$ cat src/fwds_pkg.sv
package fwds_pkg;

   // Package size in bytes and the saturation limits of the 24-bit and 6-bit counters.
   localparam int unsigned PACKAGE_BYTES = 128;
   localparam logic [23:0] MAX_24        = 24'hFF_FFFF;
   localparam logic [5:0]  MAX_CONNECT   = 6'd63;

   // Event kinds on the request channel.
   typedef enum logic [1:0] {
      MODE_TICK    = 2'd0,
      MODE_START   = 2'd1,
      MODE_CONNECT = 2'd2,
      MODE_ACK     = 2'd3
   } mode_type;

   // Actions on the response channel.
   typedef enum logic [2:0] {
      ACT_NONE     = 3'd0,
      ACT_CONNECT  = 3'd1,
      ACT_PACKAGE  = 3'd2,
      ACT_RUN      = 3'd3,
      ACT_TIMEOUT  = 3'd4
   } action_type;

   // Recorded session status.
   typedef enum logic [1:0] {
      STATUS_NONE  = 2'd0,
      STATUS_BUSY  = 2'd1,
      STATUS_DONE  = 2'd2
   } status_type;

   // Download phases.
   typedef enum logic [1:0] {
      PH_IDLE      = 2'd0,
      PH_CONNECT   = 2'd1,
      PH_SEND      = 2'd2,
      PH_FINISH    = 2'd3
   } phase_type;

   // Configuration register indexes.
   localparam logic [2:0] CSR_IMAGE_SIZE     = 3'd0;
   localparam logic [2:0] CSR_CONNECT_PERIOD = 3'd1;
   localparam logic [2:0] CSR_RESEND_PERIOD  = 3'd2;
   localparam logic [2:0] CSR_RUN_PERIOD     = 3'd3;
   localparam logic [2:0] CSR_CONNECT_LIMIT  = 3'd4;
   localparam logic [2:0] CSR_RETRY_LIMIT    = 3'd5;

   // Reset values of the configuration registers.
   localparam logic [23:0] RST_IMAGE_SIZE     = 24'd0;
   localparam logic [23:0] RST_CONNECT_PERIOD = 24'd100;
   localparam logic [23:0] RST_RESEND_PERIOD  = 24'd1000000;
   localparam logic [23:0] RST_RUN_PERIOD     = 24'd2000000;
   localparam logic [5:0]  RST_CONNECT_LIMIT  = 6'd30;
   localparam logic [3:0]  RST_RETRY_LIMIT    = 4'd3;

   // Current configuration as seen by the sequencing engine.
   typedef struct packed {
      logic [23:0] image_size;
      logic [23:0] connect_period;
      logic [23:0] resend_period;
      logic [23:0] run_period;
      logic [5:0]  connect_limit;
      logic [3:0]  retry_limit;
   } config_type;

   // One response transaction.
   typedef struct packed {
      action_type  action;
      logic [15:0] package_number;
      logic [23:0] flash_offset;
      logic        busy_res;
      status_type  progress;
      logic        save_record;
   } result_type;

endpackage

$ cat src/fwds_csr.sv
module fwds_csr (
   input  logic                clock,
   input  logic                reset,
   input  logic                csr_write_enable,
   input  logic [2:0]          csr_index,
   input  logic [23:0]         csr_write_data,
   output fwds_pkg::config_type cfg
);

   fwds_pkg::config_type cfg_ff;
   fwds_pkg::config_type cfg_in;

   // Decode the write; indexes beyond the register list are dropped.
   always_comb begin
      cfg_in = cfg_ff;
      if (csr_write_enable) begin
         case (csr_index)
            fwds_pkg::CSR_IMAGE_SIZE:     cfg_in.image_size     = csr_write_data;
            fwds_pkg::CSR_CONNECT_PERIOD: cfg_in.connect_period = csr_write_data;
            fwds_pkg::CSR_RESEND_PERIOD:  cfg_in.resend_period  = csr_write_data;
            fwds_pkg::CSR_RUN_PERIOD:     cfg_in.run_period     = csr_write_data;
            fwds_pkg::CSR_CONNECT_LIMIT:  cfg_in.connect_limit  = csr_write_data[5:0];
            fwds_pkg::CSR_RETRY_LIMIT:    cfg_in.retry_limit    = csr_write_data[3:0];
            default: ;
         endcase
      end
   end

   always_ff @(posedge clock) begin
      if (reset) begin
         cfg_ff.image_size     <= fwds_pkg::RST_IMAGE_SIZE;
         cfg_ff.connect_period <= fwds_pkg::RST_CONNECT_PERIOD;
         cfg_ff.resend_period  <= fwds_pkg::RST_RESEND_PERIOD;
         cfg_ff.run_period     <= fwds_pkg::RST_RUN_PERIOD;
         cfg_ff.connect_limit  <= fwds_pkg::RST_CONNECT_LIMIT;
         cfg_ff.retry_limit    <= fwds_pkg::RST_RETRY_LIMIT;
      end else begin
         cfg_ff <= cfg_in;
      end
   end

   assign cfg = cfg_ff;

endmodule

$ cat src/fwds_engine.sv
module fwds_engine (
   input  logic                 clock,
   input  logic                 reset,
   input  logic                 step,
   input  fwds_pkg::mode_type   mode,
   input  logic                 reply_ok,
   input  fwds_pkg::config_type cfg,
   output fwds_pkg::result_type result
);

   fwds_pkg::phase_type  phase_ff, phase_in;
   fwds_pkg::status_type status_ff, status_in;
   logic                 active_ff, active_in;
   logic [5:0]           connect_count_ff, connect_count_in;
   logic [3:0]           retry_count_ff, retry_count_in;
   logic [23:0]          elapsed_ff, elapsed_in;
   logic [15:0]          package_ff, package_in;
   logic [23:0]          offset_ff, offset_in;

   logic [23:0]          period;
   logic [23:0]          elapsed_inc;
   logic                 fires;
   logic [6:0]           connect_next;
   logic [24:0]          offset_sum;
   logic [23:0]          offset_adv;
   logic                 retry_left;
   logic                 pkg;

   // Session timer: saturating increment, fire when the phase period is reached.
   always_comb begin
      case (phase_ff)
         fwds_pkg::PH_CONNECT: period = cfg.connect_period;
         fwds_pkg::PH_SEND:    period = cfg.resend_period;
         default:              period = cfg.run_period;
      endcase
      elapsed_inc = (elapsed_ff != fwds_pkg::MAX_24) ? elapsed_ff + 24'd1 : elapsed_ff;
      fires       = (elapsed_inc >= period);
   end

   // Saturating offset advance and attempt counter.
   always_comb begin
      offset_sum   = {1'b0, offset_ff} + 25'(fwds_pkg::PACKAGE_BYTES);
      offset_adv   = offset_sum[24] ? fwds_pkg::MAX_24 : offset_sum[23:0];
      connect_next = {1'b0, connect_count_ff} + 7'd1;
      retry_left   = (retry_count_ff < cfg.retry_limit);
   end

   // Next state and result for the event in the input stage.
   always_comb begin
      phase_in         = phase_ff;
      status_in        = status_ff;
      active_in        = active_ff;
      connect_count_in = connect_count_ff;
      retry_count_in   = retry_count_ff;
      elapsed_in       = elapsed_ff;
      package_in       = package_ff;
      offset_in        = offset_ff;
      pkg              = 1'b0;
      result.action      = fwds_pkg::ACT_NONE;
      result.save_record = 1'b0;

      case (mode)
         fwds_pkg::MODE_TICK: begin
            if (phase_ff != fwds_pkg::PH_IDLE) begin
               elapsed_in = fires ? 24'd0 : elapsed_inc;
            end
            case (phase_ff)
               fwds_pkg::PH_CONNECT: begin
                  if (fires) begin
                     connect_count_in = connect_next[6] ? fwds_pkg::MAX_CONNECT
                                                        : connect_next[5:0];
                     if (connect_next > {1'b0, cfg.connect_limit}) begin
                        result.action      = fwds_pkg::ACT_TIMEOUT;
                        phase_in           = fwds_pkg::PH_IDLE;
                        active_in          = 1'b0;
                        status_in          = fwds_pkg::STATUS_NONE;
                        result.save_record = 1'b1;
                     end else begin
                        result.action = fwds_pkg::ACT_CONNECT;
                     end
                  end
               end
               fwds_pkg::PH_SEND: begin
                  if (fires && retry_left) begin
                     result.action  = fwds_pkg::ACT_PACKAGE;
                     pkg            = 1'b1;
                     retry_count_in = retry_count_ff + 4'd1;
                  end
               end
               fwds_pkg::PH_FINISH: begin
                  if (fires && retry_left) begin
                     result.action  = fwds_pkg::ACT_RUN;
                     retry_count_in = retry_count_ff + 4'd1;
                  end
               end
               default: ;
            endcase
         end
         fwds_pkg::MODE_START: begin
            phase_in           = fwds_pkg::PH_CONNECT;
            active_in          = 1'b1;
            connect_count_in   = 6'd0;
            elapsed_in         = 24'd0;
            status_in          = fwds_pkg::STATUS_NONE;
            result.save_record = 1'b1;
         end
         fwds_pkg::MODE_CONNECT: begin
            if (phase_ff == fwds_pkg::PH_CONNECT && reply_ok) begin
               status_in          = fwds_pkg::STATUS_BUSY;
               result.save_record = 1'b1;
               phase_in           = fwds_pkg::PH_SEND;
               offset_in          = 24'd0;
               package_in         = 16'd1;
               result.action      = fwds_pkg::ACT_PACKAGE;
               pkg                = 1'b1;
               elapsed_in         = 24'd0;
               retry_count_in     = 4'd0;
            end
         end
         default: begin
            // Package acknowledge, acted on only while sending.
            if (phase_ff == fwds_pkg::PH_SEND) begin
               if (reply_ok) begin
                  offset_in  = offset_adv;
                  package_in = package_ff + 16'd1;
               end
               elapsed_in     = 24'd0;
               retry_count_in = 4'd0;
               if (offset_in < cfg.image_size) begin
                  result.action = fwds_pkg::ACT_PACKAGE;
                  pkg           = 1'b1;
               end else begin
                  status_in          = fwds_pkg::STATUS_DONE;
                  result.save_record = 1'b1;
                  result.action      = fwds_pkg::ACT_RUN;
                  phase_in           = fwds_pkg::PH_FINISH;
               end
            end
         end
      endcase

      result.package_number = pkg ? package_in : 16'd0;
      result.flash_offset   = pkg ? offset_in : 24'd0;
      result.busy_res       = active_in;
      result.progress       = status_in;
   end

   // Session state advances once per event.
   always_ff @(posedge clock) begin
      if (reset) begin
         phase_ff         <= fwds_pkg::PH_IDLE;
         status_ff        <= fwds_pkg::STATUS_NONE;
         active_ff        <= 1'b0;
         connect_count_ff <= 6'd0;
         retry_count_ff   <= 4'd0;
         elapsed_ff       <= 24'd0;
         package_ff       <= 16'd0;
         offset_ff        <= 24'd0;
      end else if (step) begin
         phase_ff         <= phase_in;
         status_ff        <= status_in;
         active_ff        <= active_in;
         connect_count_ff <= connect_count_in;
         retry_count_ff   <= retry_count_in;
         elapsed_ff       <= elapsed_in;
         package_ff       <= package_in;
         offset_ff        <= offset_in;
      end
   end

endmodule

$ cat src/firmware_download_sequencer_core.sv
// Firmware download sequencer.
// Request channel (req_valid, req_stall, req_mode, req_reply_ok) carries one
// event per transaction: tick, start, connect reply or package acknowledge.
// Response channel (rsp_valid, rsp_stall and the rsp_ payload) returns exactly
// one action per event, in order.
// Configuration is written through csr_write_enable, csr_index and csr_write_data;
// the user must write it only while no transaction is in flight, which the block
// does not enforce; unknown indexes are dropped. An accepted event is registered
// in the input stage, processed against the session state and presented on the
// response port from the result register. Throughput: one event per cycle unless
// the receiver stalls; the session state update is a single pass of compares and
// increments between the input stage and the result register.
// When the receiver stalls, the result register holds its transaction and the
// input stage holds one more; req_stall rises only when both are full.
// Synchronous reset empties both stages, puts the session into the idle phase
// and loads the configuration registers with their default values.
module firmware_download_sequencer_core (
   input  logic        clock,
   input  logic        reset,
   input  logic        req_valid,
   output logic        req_stall,
   input  logic [1:0]  req_mode,
   input  logic        req_reply_ok,
   output logic        rsp_valid,
   input  logic        rsp_stall,
   output logic [2:0]  rsp_action,
   output logic [15:0] rsp_package_number,
   output logic [23:0] rsp_flash_offset,
   output logic        rsp_busy_res,
   output logic [1:0]  rsp_progress,
   output logic        rsp_save_record,
   input  logic        csr_write_enable,
   input  logic [2:0]  csr_index,
   input  logic [23:0] csr_write_data
);

   fwds_pkg::config_type cfg;
   fwds_pkg::result_type result;
   fwds_pkg::result_type rsp_ff;
   fwds_pkg::mode_type   mode_ff;
   logic                 reply_ok_ff;
   logic                 in_valid_ff;
   logic                 rsp_valid_ff;
   logic                 advance;
   logic                 req_take;

   fwds_csr u_csr (
      .clock            (clock),
      .reset            (reset),
      .csr_write_enable (csr_write_enable),
      .csr_index        (csr_index),
      .csr_write_data   (csr_write_data),
      .cfg              (cfg)
   );

   fwds_engine u_engine (
      .clock    (clock),
      .reset    (reset),
      .step     (advance),
      .mode     (mode_ff),
      .reply_ok (reply_ok_ff),
      .cfg      (cfg),
      .result   (result)
   );

   // The input stage moves on when the result register is empty or being taken.
   assign advance   = in_valid_ff && (!rsp_valid_ff || !rsp_stall);
   assign req_stall = in_valid_ff && !advance;
   assign req_take  = req_valid && !req_stall;

   // Input stage.
   always_ff @(posedge clock) begin
      if (reset) begin
         in_valid_ff <= 1'b0;
      end else if (req_take) begin
         in_valid_ff <= 1'b1;
      end else if (advance) begin
         in_valid_ff <= 1'b0;
      end
   end

   always_ff @(posedge clock) begin
      if (req_take) begin
         mode_ff     <= fwds_pkg::mode_type'(req_mode);
         reply_ok_ff <= req_reply_ok;
      end
   end

   // Result register.
   always_ff @(posedge clock) begin
      if (reset) begin
         rsp_valid_ff <= 1'b0;
      end else if (advance) begin
         rsp_valid_ff <= 1'b1;
      end else if (!rsp_stall) begin
         rsp_valid_ff <= 1'b0;
      end
   end

   always_ff @(posedge clock) begin
      if (advance) begin
         rsp_ff <= result;
      end
   end

   assign rsp_valid          = rsp_valid_ff;
   assign rsp_action         = rsp_ff.action;
   assign rsp_package_number = rsp_ff.package_number;
   assign rsp_flash_offset   = rsp_ff.flash_offset;
   assign rsp_busy_res       = rsp_ff.busy_res;
   assign rsp_progress       = rsp_ff.progress;
   assign rsp_save_record    = rsp_ff.save_record;

   // Back pressure reaches the requester only when both stages are occupied.
   a_stall_full: assert property (@(posedge clock) disable iff (reset)
      req_stall |-> (rsp_valid && rsp_stall))
      else $error("request stalled while a stage was free");

   // Package fields are zero unless a package is sent.
   a_pkg_fields: assert property (@(posedge clock) disable iff (reset)
      (rsp_valid && rsp_action != fwds_pkg::ACT_PACKAGE) |->
         (rsp_package_number == 16'd0 && rsp_flash_offset == 24'd0))
      else $error("package fields set without a package action");

   // A connect timeout closes the session and saves the cleared record.
   a_timeout: assert property (@(posedge clock) disable iff (reset)
      (rsp_valid && rsp_action == fwds_pkg::ACT_TIMEOUT) |->
         (!rsp_busy_res && rsp_save_record && rsp_progress == fwds_pkg::STATUS_NONE))
      else $error("connect timeout left the session open");

   // The first run command of a session records the finished download.
   a_run_done: assert property (@(posedge clock) disable iff (reset)
      (rsp_valid && rsp_action == fwds_pkg::ACT_RUN && rsp_save_record) |->
         (rsp_progress == fwds_pkg::STATUS_DONE && rsp_busy_res))
      else $error("run command saved without done status");

endmodule
$ cat config.mk
export PLATFORM = sky130hd
export DESIGN_NAME = firmware_download_sequencer_core
export DESIGN_NICKNAME = d
export VERILOG_FILES = /design/src/fwds_pkg.sv /design/src/fwds_csr.sv /design/src/fwds_engine.sv /design/src/firmware_download_sequencer_core.sv
export SDC_FILE = /design/constraint.sdc
export NUM_CORES = 1
export LEC_CHECK = 0
export ABC_AREA = 1
export BUFFER_PORTS_ARGS = -buffer_cell sky130_fd_sc_hd__buf_2
export CORE_ASPECT_RATIO = 0.5
export CORE_MARGIN = 1.5
export CORE_UTILIZATION = 40
export CTS_CLUSTER_DIAMETER = 200
export CTS_CLUSTER_SIZE = 40
export DETAILED_ROUTE_END_ITERATION = 8
export SYNTH_ARGS = -nofsm -noshare
export SYNTH_HDL_FRONTEND = slang
export SYNTH_SLANG_ARGS = --single-unit
$ cat constraint.sdc
create_clock -name clock -period 5.3 [get_ports clock]
set_input_delay 1.06 -clock clock [delete_from_list [all_inputs] [get_ports clock]]
set_output_delay 1.06 -clock clock [all_outputs]
set_load 0.05 [all_outputs]
### Word level (Yosys, flattened, before mapping)

Index checks and enable logic that the tools add are counted.

| word-level totals | value |
|---|---|
| bits in registers | 237 |
| latch bits | 0 |
| RAM bits | 0 |
| bits in read-only memories | 0 |
| bits of input ports | 35 |
| word-level logic and storage cells | 154 |
| memories | 0 |

| operators by class | value |
|---|---|
| add/subtract/negate cells | 5 |
| $mul | 0 |
| divide/modulo/power cells | 0 |
| order comparisons | 4 |
| equal/unequal tests | 20 |
| shift-type cells | 0 |
| multiplexer cells | 70 |
| bitwise gates (word level) | 1 |
| reduce and logical (&&, ||, !) cells | 30 |

Operators with widths:

| cell | number |
|---|---|
| 24-bit two-way mux | 11 |
| 24-bit case mux with 2 select lines | 2 |
| 24-bit case mux with 3 select lines | 1 |
| 16-bit two-way mux | 3 |
| 16-bit case mux with 2 select lines | 1 |
| 2-bit two-way mux | 15 |
| 24-bit by 8-bit adder with 25-bit output, second input constant | 1 |
| 24-bit by 1-bit adder with 24-bit output, second input constant | 1 |
| 24-bit >= comparator | 1 |
| 24-bit < comparator | 1 |
| 24-bit != test, second input constant | 1 |
| 1-bit two-way mux | 18 |
| 6-bit two-way mux | 3 |
| 3-bit case mux with 3 select lines | 2 |
| 16-bit by 1-bit adder with 16-bit output, second input constant | 1 |
| 4-bit two-way mux | 4 |
| 2-bit by 1-bit != test with 1-bit output, second input constant | 7 |
| 2-bit case mux with 3 select lines | 2 |
| 4-bit case mux with 3 select lines | 1 |
| 6-bit case mux with 2 select lines | 1 |
| 2-bit AND reduction | 6 |
| 3-bit two-way mux | 3 |
| 4-bit AND reduction | 2 |
| 6-bit by 1-bit adder with 7-bit output, second input constant | 1 |
| other kinds (25) | 41 |

### Logic depth before layout (Yosys ltp)

| logic depth | value |
|---|---|
| depth in word-level cells | 9 |
| depth in mapped cells | 25 |
| gate-level depth less buffers | 25 |

### Modules after synthesis

A second synthesis with hierarchy kept.

| unflattened totals | value |
|---|---|
| cell total of the unflattened synthesis | 1817 |
| area, all modules | 13186.4 µm² |

Modules (own cells, without submodules):

| module | instances | cells each | area each (µm²) | seq. area each (µm²) |
|---|---|---|---|---|
| fwds_engine | 1 | 1163 | 7345.8 | 1581.5 |
| fwds_csr | 1 | 592 | 4247.8 | 2122.0 |
| firmware_download_sequencer_core | 1 | 62 | 1592.8 | 1541.5 |

### Worst setup path before layout

OpenSTA, ideal clock, no wires.

| path | value |
|---|---|
| path kind | input to register |
| from | in rsp_stall |
| to | reg rsp_ff (netlist bit rsp_action[0]), enable pin |
| library setup time | 0.430 ns |
| data arrival time | 3.188 ns |
| path slack | 1.682 ns |
| cell stages on the path | 5 |
| path buffers | 2 |
| path through | nand2_1 inv_1 nor2_2 clkbuf_1 clkbuf_1 |

| between the ends | value |
|---|---|
| longest elaborated chain between the ends | 3 |

Ends and longest elaborated chain:

| element | line | source |
|---|---|---|
| from (decl) | firmware_download_sequencer_core.sv:25 | `input logic rsp_stall,` |
| 1-bit zero test | -- |  |
| 1-bit logical OR | firmware_download_sequencer_core.sv:67 | `assign advance = in_valid_ff && (!rsp_valid_ff \|\| !rsp_stall);` |
| 1-bit logical AND | firmware_download_sequencer_core.sv:67 |  |
| net advance | firmware_download_sequencer_core.sv:44 | `logic advance;` |
| to (signal assigned) | firmware_download_sequencer_core.sv:102 | `rsp_ff <= result;` |
| to (decl) | firmware_download_sequencer_core.sv:39 | `fwds_pkg::result_type rsp_ff;` |

The timed path passes the listed nets, and every way through them passes these cells.
A chain may end at the register's enable or synchronous reset.

### Worst setup path in the final report

| path | value |
|---|---|
| from | reg u_engine.elapsed_ff[0] |
| to | reg rsp_ff (netlist bit rsp_flash_offset[18]), data pin |

| between the ends | value |
|---|---|
| longest elaborated chain between the ends | 7 |
| elaborated cells on any way between the ends | 8 |

Ends and longest elaborated chain:

| element | line | source |
|---|---|---|
| from (decl) | fwds_engine.sv:16 | `logic [23:0] elapsed_ff, elapsed_in;` |
| from (signal assigned) | fwds_engine.sv:165 | `elapsed_ff <= elapsed_in;` |
| 24-bit by 1-bit adder with 24-bit output / 24-bit != test (equally long branches) | fwds_engine.sv:36 | `elapsed_inc = (elapsed_ff != fwds_pkg::MAX_24) ? elapsed_ff + 24'd1 : elapsed_ff;` |
| 24-bit two-way mux * | fwds_engine.sv:36 |  |
| 24-bit >= comparator * | fwds_engine.sv:37 | `fires = (elapsed_inc >= period);` |
| 1-bit logical AND * | fwds_engine.sv:84 | `if (fires && retry_left) begin` |
| 1-bit two-way mux * | fwds_engine.sv:84 |  |
| 1-bit two-way mux * | fwds_engine.sv:67 | `case (phase_ff)` |
| 1-bit case mux with 3 select lines * | fwds_engine.sv:62 | `case (mode)` |

Mark *: on every way between the ends. The rest lies on a longest branch, timed or not.

==> flow_summary.ini <==
[timing]
timing.final.setup_violations = 0
post-route-min-period_ps = 4401
timing.fmax_ghz = 0.2272
timing.setup.tns_ps = 0
rsz0062_at_grt = false
worst_slew_pin_slew_ps = 1148
timing.final.crit_share = 0.8304
worst_slew_margin_rel = 0.2337
hold_violations = 0
minimum_setup_slack_in_the_final_design_ps = 898.7
finalMaxSlewViolations = 0
clock_skew_ps = 22.83

[die]
fp.dieW_um = 253.4
core-area_sq_um = 30570
initial_cell_density_of_the_core = 0.4101
floorplan.io_pins = 84
floorplan.rows = 45
design.die.area_sq_um = 32480
floorplan.die.height_um = 128.2

[grt]
global_route.peak_usage_layer = met2
grtUsageMet2 = 0.3175
antenna_violations_before_repair = 0
global_route_wire_length_before_repair_um = 52460
grt_use_met1 = 0.2886
grt_util_met3 = 0.02355
global_route_usage_sum = 0.1991
pin_count_of_the_biggest_net_entering_global_routing = 103
via_count_of_the_first_global_routing_pass = 9909
grt_overflow = 0

[route]
drc_errors = 0
drtAntennaViolNets = 0
routed_wirelength_um = 32210
post_drt_wl_per_cell_um = 15.05
starting_drt_drc_count = 809
drt_pass_1_iters = 5
vias = 10830
drt-vias-per-instance = 5.062

[cts]
clkTransAtPathRegs_ps = 150
cts_max_path_buffers = 3
clock_tree.htree_level_count = 1
cts_tree = done
cts_hold_buf = 0
cts_made_buffers = 9
cts_num_sinks = 237
cts-root-buf = sky130_fd_sc_hd__clkbuf_16
clock_latency_ps = 500
post_cts_buffers = 0
cts.repair.resized = 0

[final_layout]
fin_util = 0.4423
nets = 1821
fraction_of_layout_cells_with_a_size_suffix_above_1 = 0.08328
mostFrequentLayoutCell = sky130_fd_sc_hd__nand2_1
most-common-layout-cells = sky130_fd_sc_hd__nand2_1, sky130_fd_sc_hd__nor2_1, sky130_fd_sc_hd__inv_1
multiInputGateArea_sq_um = 6220
area.sequential_sq_um = 5245
area.growth.synth_to_final_pct = 7.865
n_fill_cell = 3093
postLayoutCellArea_sq_um = 13520
n_antenna_cell = 0

[setup_path]
critical_path.cell_chain = ha_1, nand3_2, nor2_1, nand3_2, nor2_1, nand2_1, nand2_2, inv_1, nand3_2, xor2_1, ha_1, a21oi_1, nor2_1, nor2_1, nand3_1, nand2_1, nand4_2, nand2_1, nand2_1, nand3_1, nand2_1, inv_2, nor2_1
critical_path.endpoint_type = flop
crit_required_ps = 5540
worst_r2r_endpoint = rsp_flash_offset[18]$_SDFFCE_PN0P_
worstSetupStartpoint = u_engine.elapsed_ff[0]$_SDFFE_PP0P_
reg2regPathDepth = 23
critical_path.max_stage_delay_ps = 500
critPathCapture = rsp_flash_offset[18]$_SDFFCE_PN0P_
worst_setup_path_start_kind = flop
criticalPathCategory = flop to flop
crit_path_top_delay_cell = sky130_fd_sc_hd__inv_2
critical_path_arrival_ps = 4640
cp_max_fo = 40
timing.rr.start = u_engine.elapsed_ff[0]$_SDFFE_PP0P_
setup.reg_to_reg.worst_slack_ps = 900

[pwr]
seq_power_share = 0.579
power_density_nw_per_um2 = 249.3
vdd_ir_drop_max_mv = 0.1730
power.combinational.fraction = 0.160
clkPwrFrac = 0.261
p_sw_frac = 0.2909
cell_internal_pwr_w = 0.002390
power.switching_w = 0.0009807
power.static_leakage_nw = 5.800

[place]
postPlaceCellArea_sq_um = 13290
globalplace.congestion = 0.8759
port-buffer-count = 83
place.detailed.hpwl_um = 22690
post-place-ws_ps = 948.3

[synth]
share_of_async_settable_or_async_resettable_flops_after_synthesis = 0
syn-mean-instance-area_sq_um = 7.445
synth_top_cell_by_area = sky130_fd_sc_hd__dfxtp_1
synth_cells = 1684
synth.yosys.seq_area_share = 0.4184
synthesis.area_sq_um = 12540
postSynth.topFlopCell = sky130_fd_sc_hd__dfxtp_1
synth_top_cells_by_area = sky130_fd_sc_hd__dfxtp_1, sky130_fd_sc_hd__edfxtp_1, sky130_fd_sc_hd__nand2_1
count_of_state_elements_after_synthesis = 237
synth_top_cell_area_share = 0.2986
yosys_warnings = 0
synthesis.nets = 1789
number_of_enable_flip_flop_cells_after_synthesis = 50
netlist-cell-type-count = 53

[flow_run]
timing.max_cap.violations = 0

[hold_path]
hold-path-cell-count = 2
hold_class = flop to flop

[status]
run_status = finished, final reports clean
layout make-up:
class / instances / share of cell area
clock inverters: 1 / 0.0003701
multi-input cells: 1167 / 0.4599
flip-flops and latches: 237 / 0.3879
inverters: 203 / 0.05644
clock buffers: 11 / 0.01721
well taps: 423 / 0.03914
repair buffers: 98 / 0.03905
synth_stat cells, types with 4 or more instances:
library cell                count
sky130_fd_sc_hd__nor3_1        25
sky130_fd_sc_hd__nand3_2        4
sky130_fd_sc_hd__nor2_1       232
sky130_fd_sc_hd__nand3_1       60
sky130_fd_sc_hd__o21ai_0      171
sky130_fd_sc_hd__a21oi_1      156
sky130_fd_sc_hd__nand2_1      288
sky130_fd_sc_hd__ha_1          70
sky130_fd_sc_hd__clkbuf_1      60
sky130_fd_sc_hd__o211ai_1      22
sky130_fd_sc_hd__o2bb2ai_1     14
sky130_fd_sc_hd__nand4_1       23
sky130_fd_sc_hd__xor2_1        20
sky130_fd_sc_hd__dfxtp_1      187
sky130_fd_sc_hd__edfxtp_1      50
sky130_fd_sc_hd__nor2_2         4
sky130_fd_sc_hd__xnor2_1        5
sky130_fd_sc_hd__inv_1        200
sky130_fd_sc_hd__buf_4          5
sky130_fd_sc_hd__o21a_1         8
sky130_fd_sc_hd__nor4_1         9
sky130_fd_sc_hd__buf_1          6
sky130_fd_sc_hd__buf_2          6
sky130_fd_sc_hd__nand2_2        5
sky130_fd_sc_hd__a221o_1       10
power groups by stage:
| stage | combinational [W] | sequential, W | clock (W) |
|---|---|---|---|
| finish | 0.000538 | 0.00195 | 0.000880 |
| global route | 0.000609 | 0.00196 | 0.000961 |
| CTS | 0.000538 | 0.00195 | 0.000902 |
| detailed placement | 0.000535 | 0.00199 | 0 |
| global placement | 0.000532 | 0.00199 | 0 |
| floorplan | 0.000342 | 0.00203 | 0 |
critical path, delay by kind of cell, from the launching register on:
family	cells	cell delay [ps]
AO/OA/AOI/OAI	1	150
flip-flops	1	420
XOR/XNOR	1	270
AND/OR/NAND/NOR	17	2150
adder cells (fa/ha/maj)	2	520
buffers and inverters	2	580
stage by stage:
stage / cells / hold WS (ps) / total power, W
after floorplan: 1684 / 423.3 / 0.002368
after global routing: 2140 / 504.9 / 0.003532
after detailed placement: 2128 / 447.7 / 0.002527
after CTS: 2140 / 478.5 / 0.003393
final: 2140 / 475.9 / 0.003371
after global placement: 2128 / 442.5 / 0.002524
registers in the layout (all words and copies together) (netlist names), 4 cells and up:
name	flops
u_csr.cfg	106
rsp_flash_offset	24
u_engine.elapsed_ff	24
u_engine.offset_ff	24
rsp_package_number	16
u_engine.package_ff	16
u_engine.connect_count_ff	6
u_engine.retry_count_ff	4
how the worst min path moves through the flow:
stage | startpoint | endpoint | slack [ps]
CTS | u_csr.cfg[90]$_SDFFE_PP0P_ | u_csr.cfg[90]$_SDFFE_PP0P_ | 480
global placement | u_csr.cfg[28]$_SDFFE_PP1P_ | u_csr.cfg[28]$_SDFFE_PP1P_ | 440
floorplan | u_csr.cfg[0]$_SDFFE_PP1P_ | u_csr.cfg[0]$_SDFFE_PP1P_ | 420
finish | u_csr.cfg[90]$_SDFFE_PP0P_ | u_csr.cfg[90]$_SDFFE_PP0P_ | 480
global route | u_csr.cfg[90]$_SDFFE_PP0P_ | u_csr.cfg[90]$_SDFFE_PP0P_ | 500
detailed placement | u_csr.cfg[52]$_SDFFE_PP1P_ | u_csr.cfg[52]$_SDFFE_PP1P_ | 450
layer usage:
metal / vias to the layer above / share of wire / wire, um
li1: 5641 / - / -
met1: 4925 / 0.50 / 16150
met2: 229 / 0.43 / 13970
met3: 37 / 0.045 / 1462
met4: 0 / 0.019 / 626
met5: - / 0 / 0
cell families (layout without fill, tap and decap cells):
logic type / after synthesis / after routing / synth area share
adder cells (fa/ha/maj): 70 / 70 / 0.06986
XOR/XNOR: 26 / 26 / 0.01876
multiplexers: 2 / 2 / 0.001697
AO/OA/AOI/OAI: 404 / 404 / 0.1806
flip-flops: 237 / 237 / 0.4184
buffers and inverters: 280 / 313 / 0.08593
AND/OR/NAND/NOR: 665 / 665 / 0.2248
(Power assumes the default switching activity.)
